===== src/rtl/ogpd_pkg.sv =====
// ----------------------------------------------------------------------------
// Ogg Opus page demux package
// Shared result type, result kind codes and the fixed byte patterns used when
// parsing Ogg pages and Opus header packets.
// ----------------------------------------------------------------------------
package ogpd_pkg;

  // Kind of a result item.
  typedef enum logic [1:0] {
    KIND_AUDIO     = 2'd0,
    KIND_END_CLEAN = 2'd1,
    KIND_END_CUT   = 2'd2
  } kind_e;

  // One result item as it is queued for the output.
  typedef struct packed {
    kind_e       kind;
    logic [7:0]  payload;
    logic        last;
    logic [31:0] rate;
  } res_t;

  // Page header: the segment count is the byte at offset 26 of a 27-byte header.
  localparam logic [4:0]  HDR_SEG_IDX   = 5'd26;
  localparam logic [4:0]  HDR_AFTER_CAP = 5'd4;
  // Lacing value that continues a packet into the next segment.
  localparam logic [7:0]  SEG_RUN       = 8'd255;
  // Minimum packet sizes for the identification and comment headers.
  localparam logic [15:0] HEAD_MIN_LEN  = 16'd19;
  localparam logic [15:0] TAGS_MIN_LEN  = 16'd8;
  // Rate in force until an identification header is taken.
  localparam logic [31:0] DEFAULT_RATE  = 32'd16000;
  // Entries in the result queue.
  localparam int unsigned QUEUE_DEPTH   = 4;

  // Capture pattern "OggS" and the two header signatures.
  localparam logic [7:0] CAP_PAT  [4] = '{8'h4F, 8'h67, 8'h67, 8'h53};
  localparam logic [7:0] HEAD_SIG [8] = '{8'h4F, 8'h70, 8'h75, 8'h73,
                                          8'h48, 8'h65, 8'h61, 8'h64};
  localparam logic [7:0] TAGS_SIG [8] = '{8'h4F, 8'h70, 8'h75, 8'h73,
                                          8'h54, 8'h61, 8'h67, 8'h73};

endpackage


===== src/rtl/ogpd_outq.sv =====
// ----------------------------------------------------------------------------
// Result queue
// Small register queue that takes up to two results per cycle and hands one
// per cycle to the output channel while the channel is ready.
// ----------------------------------------------------------------------------
module ogpd_outq import ogpd_pkg::*; (
  input  logic clk_i,
  input  logic rst_ni,
  input  logic push0_i,
  input  res_t res0_i,
  input  logic push1_i,
  input  res_t res1_i,
  output logic room_o,
  output logic valid_o,
  output res_t res_o,
  input  logic ready_i
);

  localparam int unsigned PW = $clog2(QUEUE_DEPTH);
  localparam int unsigned CW = $clog2(QUEUE_DEPTH + 1);

  res_t          slot_q [QUEUE_DEPTH];
  logic [PW-1:0] wr_q, wr_d;
  logic [PW-1:0] rd_q, rd_d;
  logic [CW-1:0] count_q, count_d;
  logic [PW-1:0] slot1;
  logic          pop;

  assign valid_o = (count_q != '0);
  assign res_o   = slot_q[rd_q];
  assign pop     = valid_o && ready_i;
  // Room for the worst case of two results from one item.
  assign room_o  = (count_q <= CW'(QUEUE_DEPTH - 2));
  assign slot1   = push0_i ? wr_q + PW'(1) : wr_q;

  // Pointer and count update.
  always_comb begin
    wr_d    = wr_q + PW'(push0_i) + PW'(push1_i);
    rd_d    = rd_q + PW'(pop);
    count_d = count_q + CW'(push0_i) + CW'(push1_i) - CW'(pop);
  end

  always_ff @(posedge clk_i or negedge rst_ni) begin
    if (!rst_ni) begin
      wr_q    <= '0;
      rd_q    <= '0;
      count_q <= '0;
    end else begin
      wr_q    <= wr_d;
      rd_q    <= rd_d;
      count_q <= count_d;
    end
  end

  // Result storage.
  always_ff @(posedge clk_i) begin
    if (push0_i) begin
      slot_q[wr_q] <= res0_i;
    end
    if (push1_i) begin
      slot_q[slot1] <= res1_i;
    end
  end

  a_count_bound: assert property (@(posedge clk_i) disable iff (!rst_ni)
    count_q <= CW'(QUEUE_DEPTH))
    else $error("result queue overflow");

  a_push_with_room: assert property (@(posedge clk_i) disable iff (!rst_ni)
    (push0_i || push1_i) |-> room_o)
    else $error("result pushed without room");

  a_double_push: assert property (@(posedge clk_i) disable iff (!rst_ni)
    (push0_i && push1_i && !pop) |=> count_q == $past(count_q) + CW'(2))
    else $error("double push lost a result");

endmodule


===== config.mk =====
export PLATFORM = sky130hd
export DESIGN_NAME = ogpd_outq
export DESIGN_NICKNAME = d
export VERILOG_FILES = /design/src/rtl/ogpd_pkg.sv /design/src/rtl/ogpd_outq.sv
export SDC_FILE = /design/constraint.sdc
export NUM_CORES = 1
export LEC_CHECK = 0
export BUFFER_PORTS_ARGS = -buffer_cell sky130_fd_sc_hd__buf_2
export CAP_MARGIN = 20
export CORE_MARGIN = 1.5
export CORE_UTILIZATION = 57
export DETAILED_ROUTE_END_ITERATION = 8
export PLACE_DENSITY = 0.88
export SYNTH_ARGS = -nofsm -noshare
export SYNTH_HDL_FRONTEND = slang
export SYNTH_SLANG_ARGS = --single-unit

===== constraint.sdc =====
create_clock -name clk_i -period 4.1 [get_ports clk_i]
set_input_delay 0.82 -clock clk_i [delete_from_list [all_inputs] [get_ports clk_i]]
set_output_delay 0.82 -clock clk_i [all_outputs]
set_load 0.03 [all_outputs]

# Word-level counts from Yosys, hierarchy flattened
# Memory sizes are Yosys's and may differ from the RTL's.
# Cells that the tools add are included.
# totals
mem_bits_rw,172
mem_count,1
register_bits,7
# mem_list
name,depth,width,rd,rd_ports_with_merged_regs,write_ports,line_no,source
slot_q,4,43,1,0,2,ogpd_outq.sv:22,res_t slot_q [QUEUE_DEPTH];
# op_classes
order_cmp,1
mux,5
add_sub_neg,7
reduce_logical,2
# op_table
operator,count
2-bit by 1-bit adder with 2-bit output,3
3-bit by 1-bit adder with 3-bit output,2
1-bit 2-to-1 mux,4
"3-bit by 2-bit less-or-equal comparator with 1-bit output, second input constant",1
3-bit nonzero test,1
3-bit by 1-bit subtractor with 3-bit output,1
"2-bit by 1-bit adder with 2-bit output, second input constant",1
2-bit 2-to-1 mux,1
1-bit logical AND,1

# Depth between registers and ports, before layout
# Gate-level depths: netlist of run 1.
# logic_depth
ltp_word,3
depth_mapped,8
depth_no_buf,8

# Worst setup path before layout of run 1
# No wires, ideal clock.
# synth_timing
path_type,input -> register
startpoint,input push0_i
endpoint,memory slot_q[0][0] (netlist bit) (enable)
n_path_buf,2
path_slack_ns,1.138
arrival_time_ns,2.411
path_stages,5
cell_sequence,buf_6 and3b_2 o21ai_2 buf_6 nand2_1
# synth_lines
element,line_no,source
start: declaration,ogpd_outq.sv:9,"input logic push0_i,"
end: declaration,ogpd_outq.sv:22,

==> out/metrics.yaml, run 1 <==
sta:
  setup-violations-final: 0
  tightest_slew_ns: 0.946
  finalCritPeriodShare_pct: 77.1
  slew-limit-headroom_pct: 36.9
  drv_slew: 0
  grt_setup_unrepaired: "false"
  min_period_ns: 3.16
  setup_ws_ns: 0.939
  maxClockFrequency_ghz: 0.316
  report.final.hold_viol_count: 0
  worst_clock_skew_ns: 0.00994
  tns_ns: 0
logic_synthesis:
  share_of_the_synthesized_area_in_the_top_cell_type_pct: 57.4
  yosysUniqueCellTypes: 29
  ys_seq_area_share_pct: 59.3
  synth.cell_area_um2: 9000
  synth_async_sr_flop_share_pct: 3.91
  synth.area.top_cells: "sky130_fd_sc_hd__edfxtp_1, sky130_fd_sc_hd__mux2_2, sky130_fd_sc_hd__mux4_2"
  syn_nets: 564
  synth_top_area_cell: "sky130_fd_sc_hd__edfxtp_1"
  dominant_register_cell_in_the_synthesized_netlist: "sky130_fd_sc_hd__edfxtp_1"
  synthCells: 463
  average_cell_area_after_synthesis_um2: 19.4
  synth_edf_count: 172
  yosys_warnings: 0
  ys_seq_elements: 179
global_route:
  pin_count_of_the_biggest_net_entering_global_routing: 45
  via_count_of_the_first_global_routing_pass: 5305
  grt_overflow: 0
  global_route_wire_length_before_repair_mm: 28.4
  grtUsageTotal_pct: 23.6
  antenna_violations_before_repair: 1
placement:
  routabilityCongestion: 0.777
  total_of_buffers_placed_on_input_and_output_ports: 135
  hpwl_mm: 11.0
  placement.setup.worst_slack_ns: 1.19
floorplanning:
  num_rows: 45
  start_util_pct: 58.8
  chipWidth_um: 129
  boundaryPins: 136
  core-area_um2: 15300
  die_area_um2: 16600
  floorplan.die.height_um: 129
route:
  detailedRoute.firstIterationViolations: 274
  detail_route.wirelength_mm: 18.5
  drc: 0
  route.vias.total: 4893
  drt_pre_antenna_iters: 4
  antenna_left: 0
  route.detailed.vias_per_inst: 5.92
  drt-wirelength-per-cell_um: 22.3
worst_setup_path:
  worstSetupPathType: "reg -> out"
  crit-reg2reg-capture: "slot_q[3][42]"
  worst_flop_to_flop_path_startpoint: "wr_q[0]"
  critPathLaunchType: "register"
  cp_cell_sequence: "mux4_2 -> buf_2"
  critPathCaptureType: "primary output"
  path_buf_inv: 1
  reg2reg_depth: 6
  worstPathArrival_ns: 2.34
  worst_ep_required_time_ns: 3.28
  critical_path.max_fanout: 44
  worst_path_max_delay_cell: "sky130_fd_sc_hd__dfrtp_4"
  r2r_slack_ns: 1.20
  timing.critical_path.slowest_cell_delay_ns: 1.05
  cp_top_family: "flip-flops"
cts:
  clkSinkCount: 179
  cts-root-buf: "sky130_fd_sc_hd__clkbuf_16"
  cts_repair_resize_count: 0
  postCtsSetupRepairBufs: 0
  worstSkewPairLatency_ns: 0.43
  ctsHoldBuffers: 0
  clock_tree_from_tritoncts: "yes"
  inserted_clock_buffers: 17
  clockBufferDepth: 2
  ctsHtreeMaxLevel: 4
  clk_pin_slew_worst_paths_ns: 0.07
finish:
  commonest_cells_after_routing_fill_and_taps_aside: "sky130_fd_sc_hd__edfxtp_1, sky130_fd_sc_hd__buf_2, sky130_fd_sc_hd__mux2_2"
  layout-drive-gt1-share_pct: 62.5
  mostFrequentLayoutCell: "sky130_fd_sc_hd__edfxtp_1"
  area.growth.synth_to_final_pct: 15.6
  finish.net_count: 702
power:
  share_clk_of_total_power_pct: 18.5
  p_leak_nw: 3.86
  share_comb_of_total_power_pct: 41.9
  p_switching_mw: 3.07
  p_int_mw: 5.19
  switching_share_pct: 37.1
  power.sequential.fraction_pct: 39.6
  design_power_total_mw: 8.26
  max-vdd-ir-drop_uv: 703
  power-per-cell-area_nw_per_um2: 793
hold_path:
  hold_path.class: "in -> async"
run:
  max_cap_viol_count: 0
status:
  status: "complete, no violations"
==> power groups by stage <==
stage / Combinational [mW] / Sequential [mW] / Clock, mW
6_report: 3.46 / 3.27 / 1.53
4_1_cts: 3.49 / 3.29 / 1.56
2_1_floorplan: 2.78 / 3.04 / 0
3_3_place_gp: 3.42 / 3.27 / 0
5_1_grt: 3.66 / 3.35 / 1.63
3_5_place_dp: 3.48 / 3.33 / 0
==> worst reg2reg max path: cells and delay by family, from the launching register on <==
family / cells / cell delay, ns
AOI/OAI and AO/OA: 1 / 0.11
DFF: 1 / 0.60
adders and majority gates: 1 / 0.37
buffers and inverters: 2 / 0.95
and+or+nand+nor: 1 / 0.19
muxes: 1 / 0.44
==> routing by layer <==
metal	wire (um)	GRT usage (%)	part of all wire, %	vias to the layer above
met5	0	0	0	-
met4	277	7.73	1.5	0
met3	1190	7.11	6.4	21
met2	9540	39.9	52	161
met1	7470	29.4	40	2543
li1	-	-	-	2168
==> kinds of logic after synthesis <==
logic type                 count (synthesis)  share of synthesized area [%]
and+or+nand+nor                           12                          0.792
buffers and inverters                     37                           2.89
AOI/OAI and AO/OA                          7                           1.17
muxes                                    215                           33.9
adders and majority gates                 10                           1.64
xor gates and xnor gates                   3                          0.292
DFF                                      179                           59.3
==> synthesized netlist by cell type (2+ instances only) <==
cell type / number
sky130_fd_sc_hd__mux4_2: 43
sky130_fd_sc_hd__fa_1: 3
sky130_fd_sc_hd__mux2_1: 24
sky130_fd_sc_hd__dfrtp_1: 7
sky130_fd_sc_hd__inv_1: 6
sky130_fd_sc_hd__clkbuf_1: 6
sky130_fd_sc_hd__o41ai_4: 2
sky130_fd_sc_hd__buf_2: 4
sky130_fd_sc_hd__buf_6: 13
sky130_fd_sc_hd__mux2_2: 109
sky130_fd_sc_hd__nand2_1: 5
sky130_fd_sc_hd__mux2_4: 39
sky130_fd_sc_hd__ha_1: 7
sky130_fd_sc_hd__inv_2: 3
sky130_fd_sc_hd__a21o_2: 2
sky130_fd_sc_hd__edfxtp_1: 172
sky130_fd_sc_hd__buf_4: 5
sky130_fd_sc_hd__xnor2_1: 2
==> area by class of cell <==
cell class / instances / area [um2]
clock buffers: 17 / 425
flip-flops and latches: 179 / 5350
diodes: 2 / 5.00
multi-input cells: 247 / 3430
inverters: 9 / 33.8
well taps: 211 / 264
repair buffers: 147 / 778
clock inverters: 15 / 133
fillers: 1035 / 4900
==> registers in the layout, indices dropped and copies added, names as in the netlist <==
register / flops
slot_q: 172
wr_q: 2
count_q: 3
rd_q: 2
==> worst max path at each step <==
stage / from / endpoint / slack, ns / depth (start not counted)
3_3_place_gp: push0_i / slot_q[3][0] / 1.25 / 4
3_5_place_dp: push0_i / slot_q[3][1] / 1.19 / 4
4_1_cts: rd_q[0] / res_o[38] / 0.87 / 2
5_1_grt: rd_q[0] / res_o[33] / 0.78 / 2
2_1_floorplan: push0_i / slot_q[0][0] / 1.14 / 5
6_report: rd_q[0] / res_o[13] / 0.94 / 2
==> per-stage QoR <==
stage	utilization [%]	cell area (um2)	hold WS (ns)	instances
after floorplan	-	9000	0.477	463
after global placement	64.3	9850	0.555	793
after detailed placement	64.3	9850	0.558	793
after CTS	67.9	10400	0.200	825
after global routing	67.9	10400	0.208	825
final	68.0	10400	0.211	827
Power figures use the tool's default switching activity.
==> inputs of run 2 (changes only) <==
--- a/config.mk
+++ b/config.mk
@@ -8,9 +8,9 @@
 export BUFFER_PORTS_ARGS = -buffer_cell sky130_fd_sc_hd__buf_2
 export CAP_MARGIN = 20
 export CORE_MARGIN = 1.5
-export CORE_UTILIZATION = 57
+export CORE_UTILIZATION = 52
 export DETAILED_ROUTE_END_ITERATION = 8
-export PLACE_DENSITY = 0.88
+export PLACE_DENSITY = 0.85
 export SYNTH_ARGS = -nofsm -noshare
 export SYNTH_HDL_FRONTEND = slang
 export SYNTH_SLANG_ARGS = --single-unit
==> constraint.sdc (replaced) <==
create_clock -name clk_i -period 2.9 [get_ports clk_i]
set_input_delay 0.58 -clock clk_i [delete_from_list [all_inputs] [get_ports clk_i]]
set_output_delay 0.58 -clock clk_i [all_outputs]
set_load 0.03 [all_outputs]
==> run 2 against run 1 <==
Compared with the run above: sequential power increased by 37%; critical path depth rose by 1; clock skew decreased by 0.0052 ns; clock power is 41% higher; first-iteration DRC count up 23%; wire length is 4.5% higher; flip-flop and latch count stayed put; design area increased by 1.4%; non-clock buffer count up 13; critical endpoint is now res_o[40].
==> out/metrics.yaml, run 2 (same netlist as run 1, synthesis figures left out) <==
cts:
  clockBufferDepth: 2  # unchanged
  clock_tree_from_tritoncts: "yes"
  worstSkewPairLatency_ns: 0.43  # about the same
  clkSinkCount: 179  # unchanged
  cts-root-buf: "sky130_fd_sc_hd__clkbuf_16"
  ctsHoldBuffers: 1  # +1
  cts_repair_resize_count: 0  # unchanged
  clk_pin_slew_worst_paths_ns: 0.06  # about the same
  inserted_clock_buffers: 17  # unchanged
  ctsHtreeMaxLevel: 4  # unchanged
  postCtsSetupRepairBufs: 0  # unchanged
route:
  detailedRoute.firstIterationViolations: 337  # +23%
  route.detailed.vias_per_inst: 5.80  # -1.9%
  drt-wirelength-per-cell_um: 22.7  # +1.5%
  detail_route.wirelength_mm: 19.3  # +4.5%
  drt_pre_antenna_iters: 4  # unchanged
  route.vias.total: 4938  # +0.92%
  drc: 0  # unchanged
  antenna_left: 0  # unchanged
placement:
  place_inst: 814  # +2.6%
  hpwl_mm: 12.7  # +15%
  total_of_buffers_placed_on_input_and_output_ports: 135  # unchanged
  placement.setup.worst_slack_ns: 0.132  # -1.05 ns
  dpl_cell_area_um2: 9990  # +1.4%
  routabilityCongestion: 0.773  # -0.46%
finish:
  layoutNonFillerInstCount: 851  # +2.9%
  mostFrequentLayoutCell: "sky130_fd_sc_hd__edfxtp_1"
  postLayoutCellArea_um2: 10600  # +1.4%
  commonest_cells_after_routing_fill_and_taps_aside: "sky130_fd_sc_hd__edfxtp_1, sky130_fd_sc_hd__buf_2, sky130_fd_sc_hd__mux2_2"
  finish.net_count: 715  # +1.9%
  area.growth.synth_to_final_pct: 17.2
  top_register: "slot_q"
  layout-drive-gt1-share_pct: 62.5  # about the same
  post-route-util_pct: 63.0  # -5.0 points
  largest_register_ff_count: 172  # unchanged
  reg.largest.list: "slot_q x172, count_q x3"
global_route:
  antenna_violations_before_repair: 4  # +3
  grtUsageTotal_pct: 22.5  # -1.2 points
  global_route_wire_length_before_repair_mm: 29.8  # +4.8%
  grt_overflow: 0  # unchanged
  pin_count_of_the_biggest_net_entering_global_routing: 32  # -29%
  via_count_of_the_first_global_routing_pass: 5369  # +1.2%
worst_setup_path:
  worst_path_max_delay_cell: "sky130_fd_sc_hd__dfrtp_4"
  r2r_slack_ns: 0.30  # -0.90 ns
  critical_path.max_fanout: 18  # -59%
  worst_ep_required_time_ns: 2.32  # -0.96 ns
  worst_flop_to_flop_path_startpoint: "wr_q[0]"
  crit_path_end: "res_o[40]"
  worstSetupPathType: "reg -> out"
  cp_cell_sequence: "buf_12 -> mux4_2 -> buf_2"
  worstPathArrival_ns: 2.14  # -0.20 ns
  timing.critical_path.slowest_cell_delay_ns: 0.67  # -0.38 ns
  crit-reg2reg-capture: "slot_q[1][25]"
  critPathCaptureType: "primary output"
  first_element_of_the_critical_path: "rd_q[0]"
  critPathLaunchType: "register"
  reg2reg_depth: 7  # +1
power:
  switching_share_pct: 36.6  # -0.57 points
  share_clk_of_total_power_pct: 18.2  # -0.3 points
  share_comb_of_total_power_pct: 43.9  # +2.0 points
  power-per-cell-area_nw_per_um2: 1120  # +41%
  design_power_total_mw: 11.8  # +43%
  p_leak_nw: 3.94  # +2.1%
  p_switching_mw: 4.33  # +41%
  max-vdd-ir-drop_uv: 708  # +0.67%
  power.sequential.fraction_pct: 37.9  # -1.7 points
  p_int_mw: 7.51  # +45%
status:
  status: "complete, no violations"
sta:
  finalCritPeriodShare_pct: 93.7
  tightest_slew_ns: 0.978  # +0.0320 ns
  report.final.hold_viol_count: 0  # unchanged
  drv_slew: 0  # unchanged
  slew-limit-headroom_pct: 34.6  # -2.4 points
  maxClockFrequency_ghz: 0.368
  worst_clock_skew_ns: 0.00474  # -0.00520 ns
  min_period_ns: 2.72
  grt_setup_unrepaired: "false"
  setup_ws_ns: 0.183  # -0.757 ns
  tns_ns: 0  # unchanged
  setup-violations-final: 0  # unchanged
  final.hold.worst_slack_ns: 0.477  # +0.266 ns
floorplanning:
  num_rows: 47  # +4.4%
  chipWidth_um: 135  # +4.6%
  boundaryPins: 136  # unchanged
  die_area_um2: 18100  # +9.4%
  floorplan.die.height_um: 135  # +4.6%
  core-area_um2: 16800  # +9.4%
  start_util_pct: 53.7  # -5.1 points
hold_path:
  worstHoldStart: "res0_i[4]"
  hold_path.class: "in -> reg"
run:
  max_cap_viol_count: 0  # unchanged
==> run 2: cell types whose count changed in the layout (fill, tap and decap cells not counted), sizes merged <==
cell / before / now
clkbuf: 17 / 18
buf: 147 / 159
dlygate4sd3: 0 / 1
clkinv: 7 / 10
bufinv: 1 / 2
diode: 2 / 4
clkinvlp: 3 / 2
inv: 13 / 9
==> run 2: layout make-up <==
type,count,area (um2)
flip-flops and latches,179,5350
repair buffers,160,916
diodes,4,10.0
clock buffers,18,429
well taps,220,275
fillers,1215,6200
inverters,9,33.8
multi-input cells,247,3430
clock inverters,14,120
==> run 2: worst min path at each step <==
stage	endpoint	slack [ns]	cells past startpoint
after global routing	slot_q[2][4]	0.46	2
final	slot_q[2][4]	0.48	2
after global placement	count_q[2]	0.43	1
after detailed placement	count_q[1]	0.43	1
after floorplan	count_q[0]	0.28	0
after CTS	slot_q[2][4]	0.46	2
==> run 2: worst max-delay path, delay by kind of cell, from the launching register on <==
kind,cells,cell delay [ns]
DFF,1,0.67
buffers and inverters,2,0.46
muxes,1,0.57
==> run 2: power groups by stage <==
| stage | clock network [mW] | logic [mW] | registers [mW] |
|---|---|---|---|
| 2_1_floorplan | 0 | 3.94 | 4.29 |
| 3_3_place_gp | 0 | 5.15 | 4.46 |
| 3_5_place_dp | 0 | 5.24 | 4.53 |
| 4_1_cts | 2.19 | 5.27 | 4.50 |
| 5_1_grt | 2.29 | 5.50 | 4.57 |
| 6_report | 2.16 | 5.20 | 4.48 |
==> run 2: metal layers <==
metal | vias to the layer above | routed length, um | GRT usage [%]
li1 | 2200 | - | -
met1 | 2560 | 7830 | 27.9
met2 | 156 | 10200 | 38.7
met3 | 22 | 977 | 5.82
met4 | 0 | 348 | 7.11
met5 | - | 0 | 0
==> inputs of run 3 (changes only) <==
--- a/config.mk
+++ b/config.mk
@@ -8,9 +8,10 @@
 export BUFFER_PORTS_ARGS = -buffer_cell sky130_fd_sc_hd__buf_2
 export CAP_MARGIN = 20
 export CORE_MARGIN = 1.5
-export CORE_UTILIZATION = 52
+export CORE_UTILIZATION = 54
+export CTS_BUF_LIST = sky130_fd_sc_hd__clkbuf_4 sky130_fd_sc_hd__clkbuf_8
 export DETAILED_ROUTE_END_ITERATION = 8
-export PLACE_DENSITY = 0.85
+export PLACE_DENSITY = 0.87
 export SYNTH_ARGS = -nofsm -noshare
 export SYNTH_HDL_FRONTEND = slang
 export SYNTH_SLANG_ARGS = --single-unit
==> run 3 against run 2 <==
Compared with the run above: critical path depth did not move; flip-flop and latch count unchanged; count of clock-buffer cells in the layout shrank 1; critical path type unchanged; largest power group unchanged.
==> out/metrics.yaml, run 3 (same netlist as run 1, synthesis figures left out) <==
worst_setup_path:
  timing.critical_path.slowest_cell_delay_ns: 0.67  # about the same
  critPathLaunchType: "register"
  critPathCaptureType: "primary output"
  worst_path_max_delay_cell: "sky130_fd_sc_hd__dfrtp_2"
  worstSetupPathType: "reg -> out"
  critical_path.max_fanout: 29  # +11
  cp_cell_sequence: "buf_12 -> mux4_2 -> buf_2"
  worstPathArrival_ns: 1.99  # -0.15 ns
  worst_ep_required_time_ns: 2.32  # about the same
sta:
  tns_ns: 0  # unchanged
  maxClockFrequency_ghz: 0.389  # +5.6%
  slew-limit-headroom_pct: 51.8  # +17 points
  setup-violations-final: 0  # unchanged
  final.hold.worst_slack_ns: 0.452  # -0.0250 ns
  report.final.hold_viol_count: 0  # unchanged
  grt_setup_unrepaired: "false"
  min_period_ns: 2.57  # -0.145 ns
  drv_slew: 0  # unchanged
  finalCritPeriodShare_pct: 88.7  # -5.0 points
  worst_clock_skew_ns: 0.00773  # +0.00299 ns
  tightest_slew_ns: 0.720  # -0.257 ns
finish:
  area.growth.synth_to_final_pct: 16.0
  commonest_cells_after_routing_fill_and_taps_aside: "sky130_fd_sc_hd__edfxtp_1, sky130_fd_sc_hd__buf_2, sky130_fd_sc_hd__mux2_2"
  finish.net_count: 715  # unchanged
  reg.largest.list: "slot_q x172, count_q x3"
  layout-drive-gt1-share_pct: 62.8  # +0.32 points
  mostFrequentLayoutCell: "sky130_fd_sc_hd__edfxtp_1"
  largest_register_ff_count: 172  # unchanged
  top_register: "slot_q"
cts:
  inserted_clock_buffers: 17  # unchanged
  postCtsSetupRepairBufs: 0  # unchanged
  cts-root-buf: "sky130_fd_sc_hd__clkbuf_8"
  clockBufferDepth: 2  # unchanged
  ctsHtreeMaxLevel: 4  # unchanged
  clock_tree_from_tritoncts: "yes"
  worstSkewPairLatency_ns: 0.45  # +0.02 ns
  clk_pin_slew_worst_paths_ns: 0.09  # +0.03 ns
  clkSinkCount: 179  # unchanged
route:
  detail_route.wirelength_mm: 18.9  # -2.0%
  antenna_left: 0  # unchanged
  detailedRoute.firstIterationViolations: 320  # -5.0%
  route.detailed.vias_per_inst: 5.79  # -0.18%
  route.vias.total: 4935  # -0.061%
  drt_pre_antenna_iters: 4  # unchanged
  drc: 0  # unchanged
  drt-wirelength-per-cell_um: 22.2  # -2.1%
power:
  p_leak_nw: 3.87  # -1.9%
  max-vdd-ir-drop_uv: 630  # -11%
  power-per-cell-area_nw_per_um2: 1090  # -2.5%
  design_power_total_mw: 11.4  # -3.5%
placement:
  hpwl_mm: 12.5  # -1.0%
  total_of_buffers_placed_on_input_and_output_ports: 135  # unchanged
  routabilityCongestion: 0.791  # +2.2%
floorplanning:
  core-area_um2: 16400  # -2.1%
  start_util_pct: 54.9  # +1.2 points
  boundaryPins: 136  # unchanged
  num_rows: 47  # unchanged
  floorplan.die.height_um: 132  # -1.8%
  chipWidth_um: 132  # -1.8%
  die_area_um2: 17500  # -3.6%
global_route:
  grt_overflow: 0  # unchanged
  antenna_violations_before_repair: 4  # unchanged
  via_count_of_the_first_global_routing_pass: 5373  # +0.075%
  grtUsageTotal_pct: 22.5  # +0.077 points
  global_route_wire_length_before_repair_mm: 29.2  # -1.9%
  pin_count_of_the_biggest_net_entering_global_routing: 33  # +3.1%
status:
  status: "complete, no violations"
run:
  max_cap_viol_count: 0  # unchanged
hold_path:
  hold_path.class: "in -> reg"
run 3: per-stage QoR:
step,cell area (um2),worst slack [ns],utilization [%],instances
3_5_place_dp,10000,0.373,61.1,814
5_1_grt,10400,0.269,63.6,849
3_3_place_gp,10000,0.426,61.1,814
4_1_cts,10400,0.283,63.6,847
6_report,10400,0.328,63.7,852
2_1_floorplan,9010,0.373,-,463
run 3: critical path, delay by kind of cell (launching register included):
family | cells | cell delay (ns)
multiplexers | 1 | 0.36
flip-flops | 1 | 0.67
buffers and inverters | 2 | 0.48
run 3: area by class of cell:
type,count,area [um2]
fillers,1138,5960
flip-flops and latches,179,5350
multi-input cells,247,3430
repair buffers,160,953
well taps,220,275
clock buffers,17,234
clock inverters,15,166
inverters,9,33.8
diodes,5,12.5
run 3: power by group:
group	switching, mW	total [mW]	leakage (nW)	internal (mW)
Sequential	0.303	4.39	1.69	4.09
Combinational	3.10	5.33	1.99	2.23
Clock	0.875	1.72	0.186	0.840
Total	4.28	11.4	3.87	7.15
run 3: routing by layer:
| layer | track usage, % | vias to the layer above | wire length (um) |
|---|---|---|---|
| met4 | 10.6 | 0 | 503 |
| met1 | 27.2 | 2559 | 7570 |
| met3 | 5.31 | 35 | 900 |
| li1 | - | 2189 | - |
| met5 | 0 | - | 0 |
| met2 | 38.5 | 152 | 9950 |
run 3: worst paths after layout:
path,start,slack (ns),endpoint,cells after the start
worst max-delay path,rd_q[1],0.33,res_o[42],3
worst min-delay path,res0_i[37],0.45,slot_q[2][37],2
min in group asynchronous,rst_ni,0.48,wr_q[1],2
worst min register to register,count_q[0],0.59,count_q[0],1
max in group asynchronous,rst_ni,2.24,rd_q[0],2
worst max register to register,wr_q[0],0.37,slot_q[1][40],6
run 3: what timing repair did:
action | in CTS | in global routing
endpoints found under the hold margin | 7 | 0
resized for setup | 0 | 0
hold buffers | 1 | 0
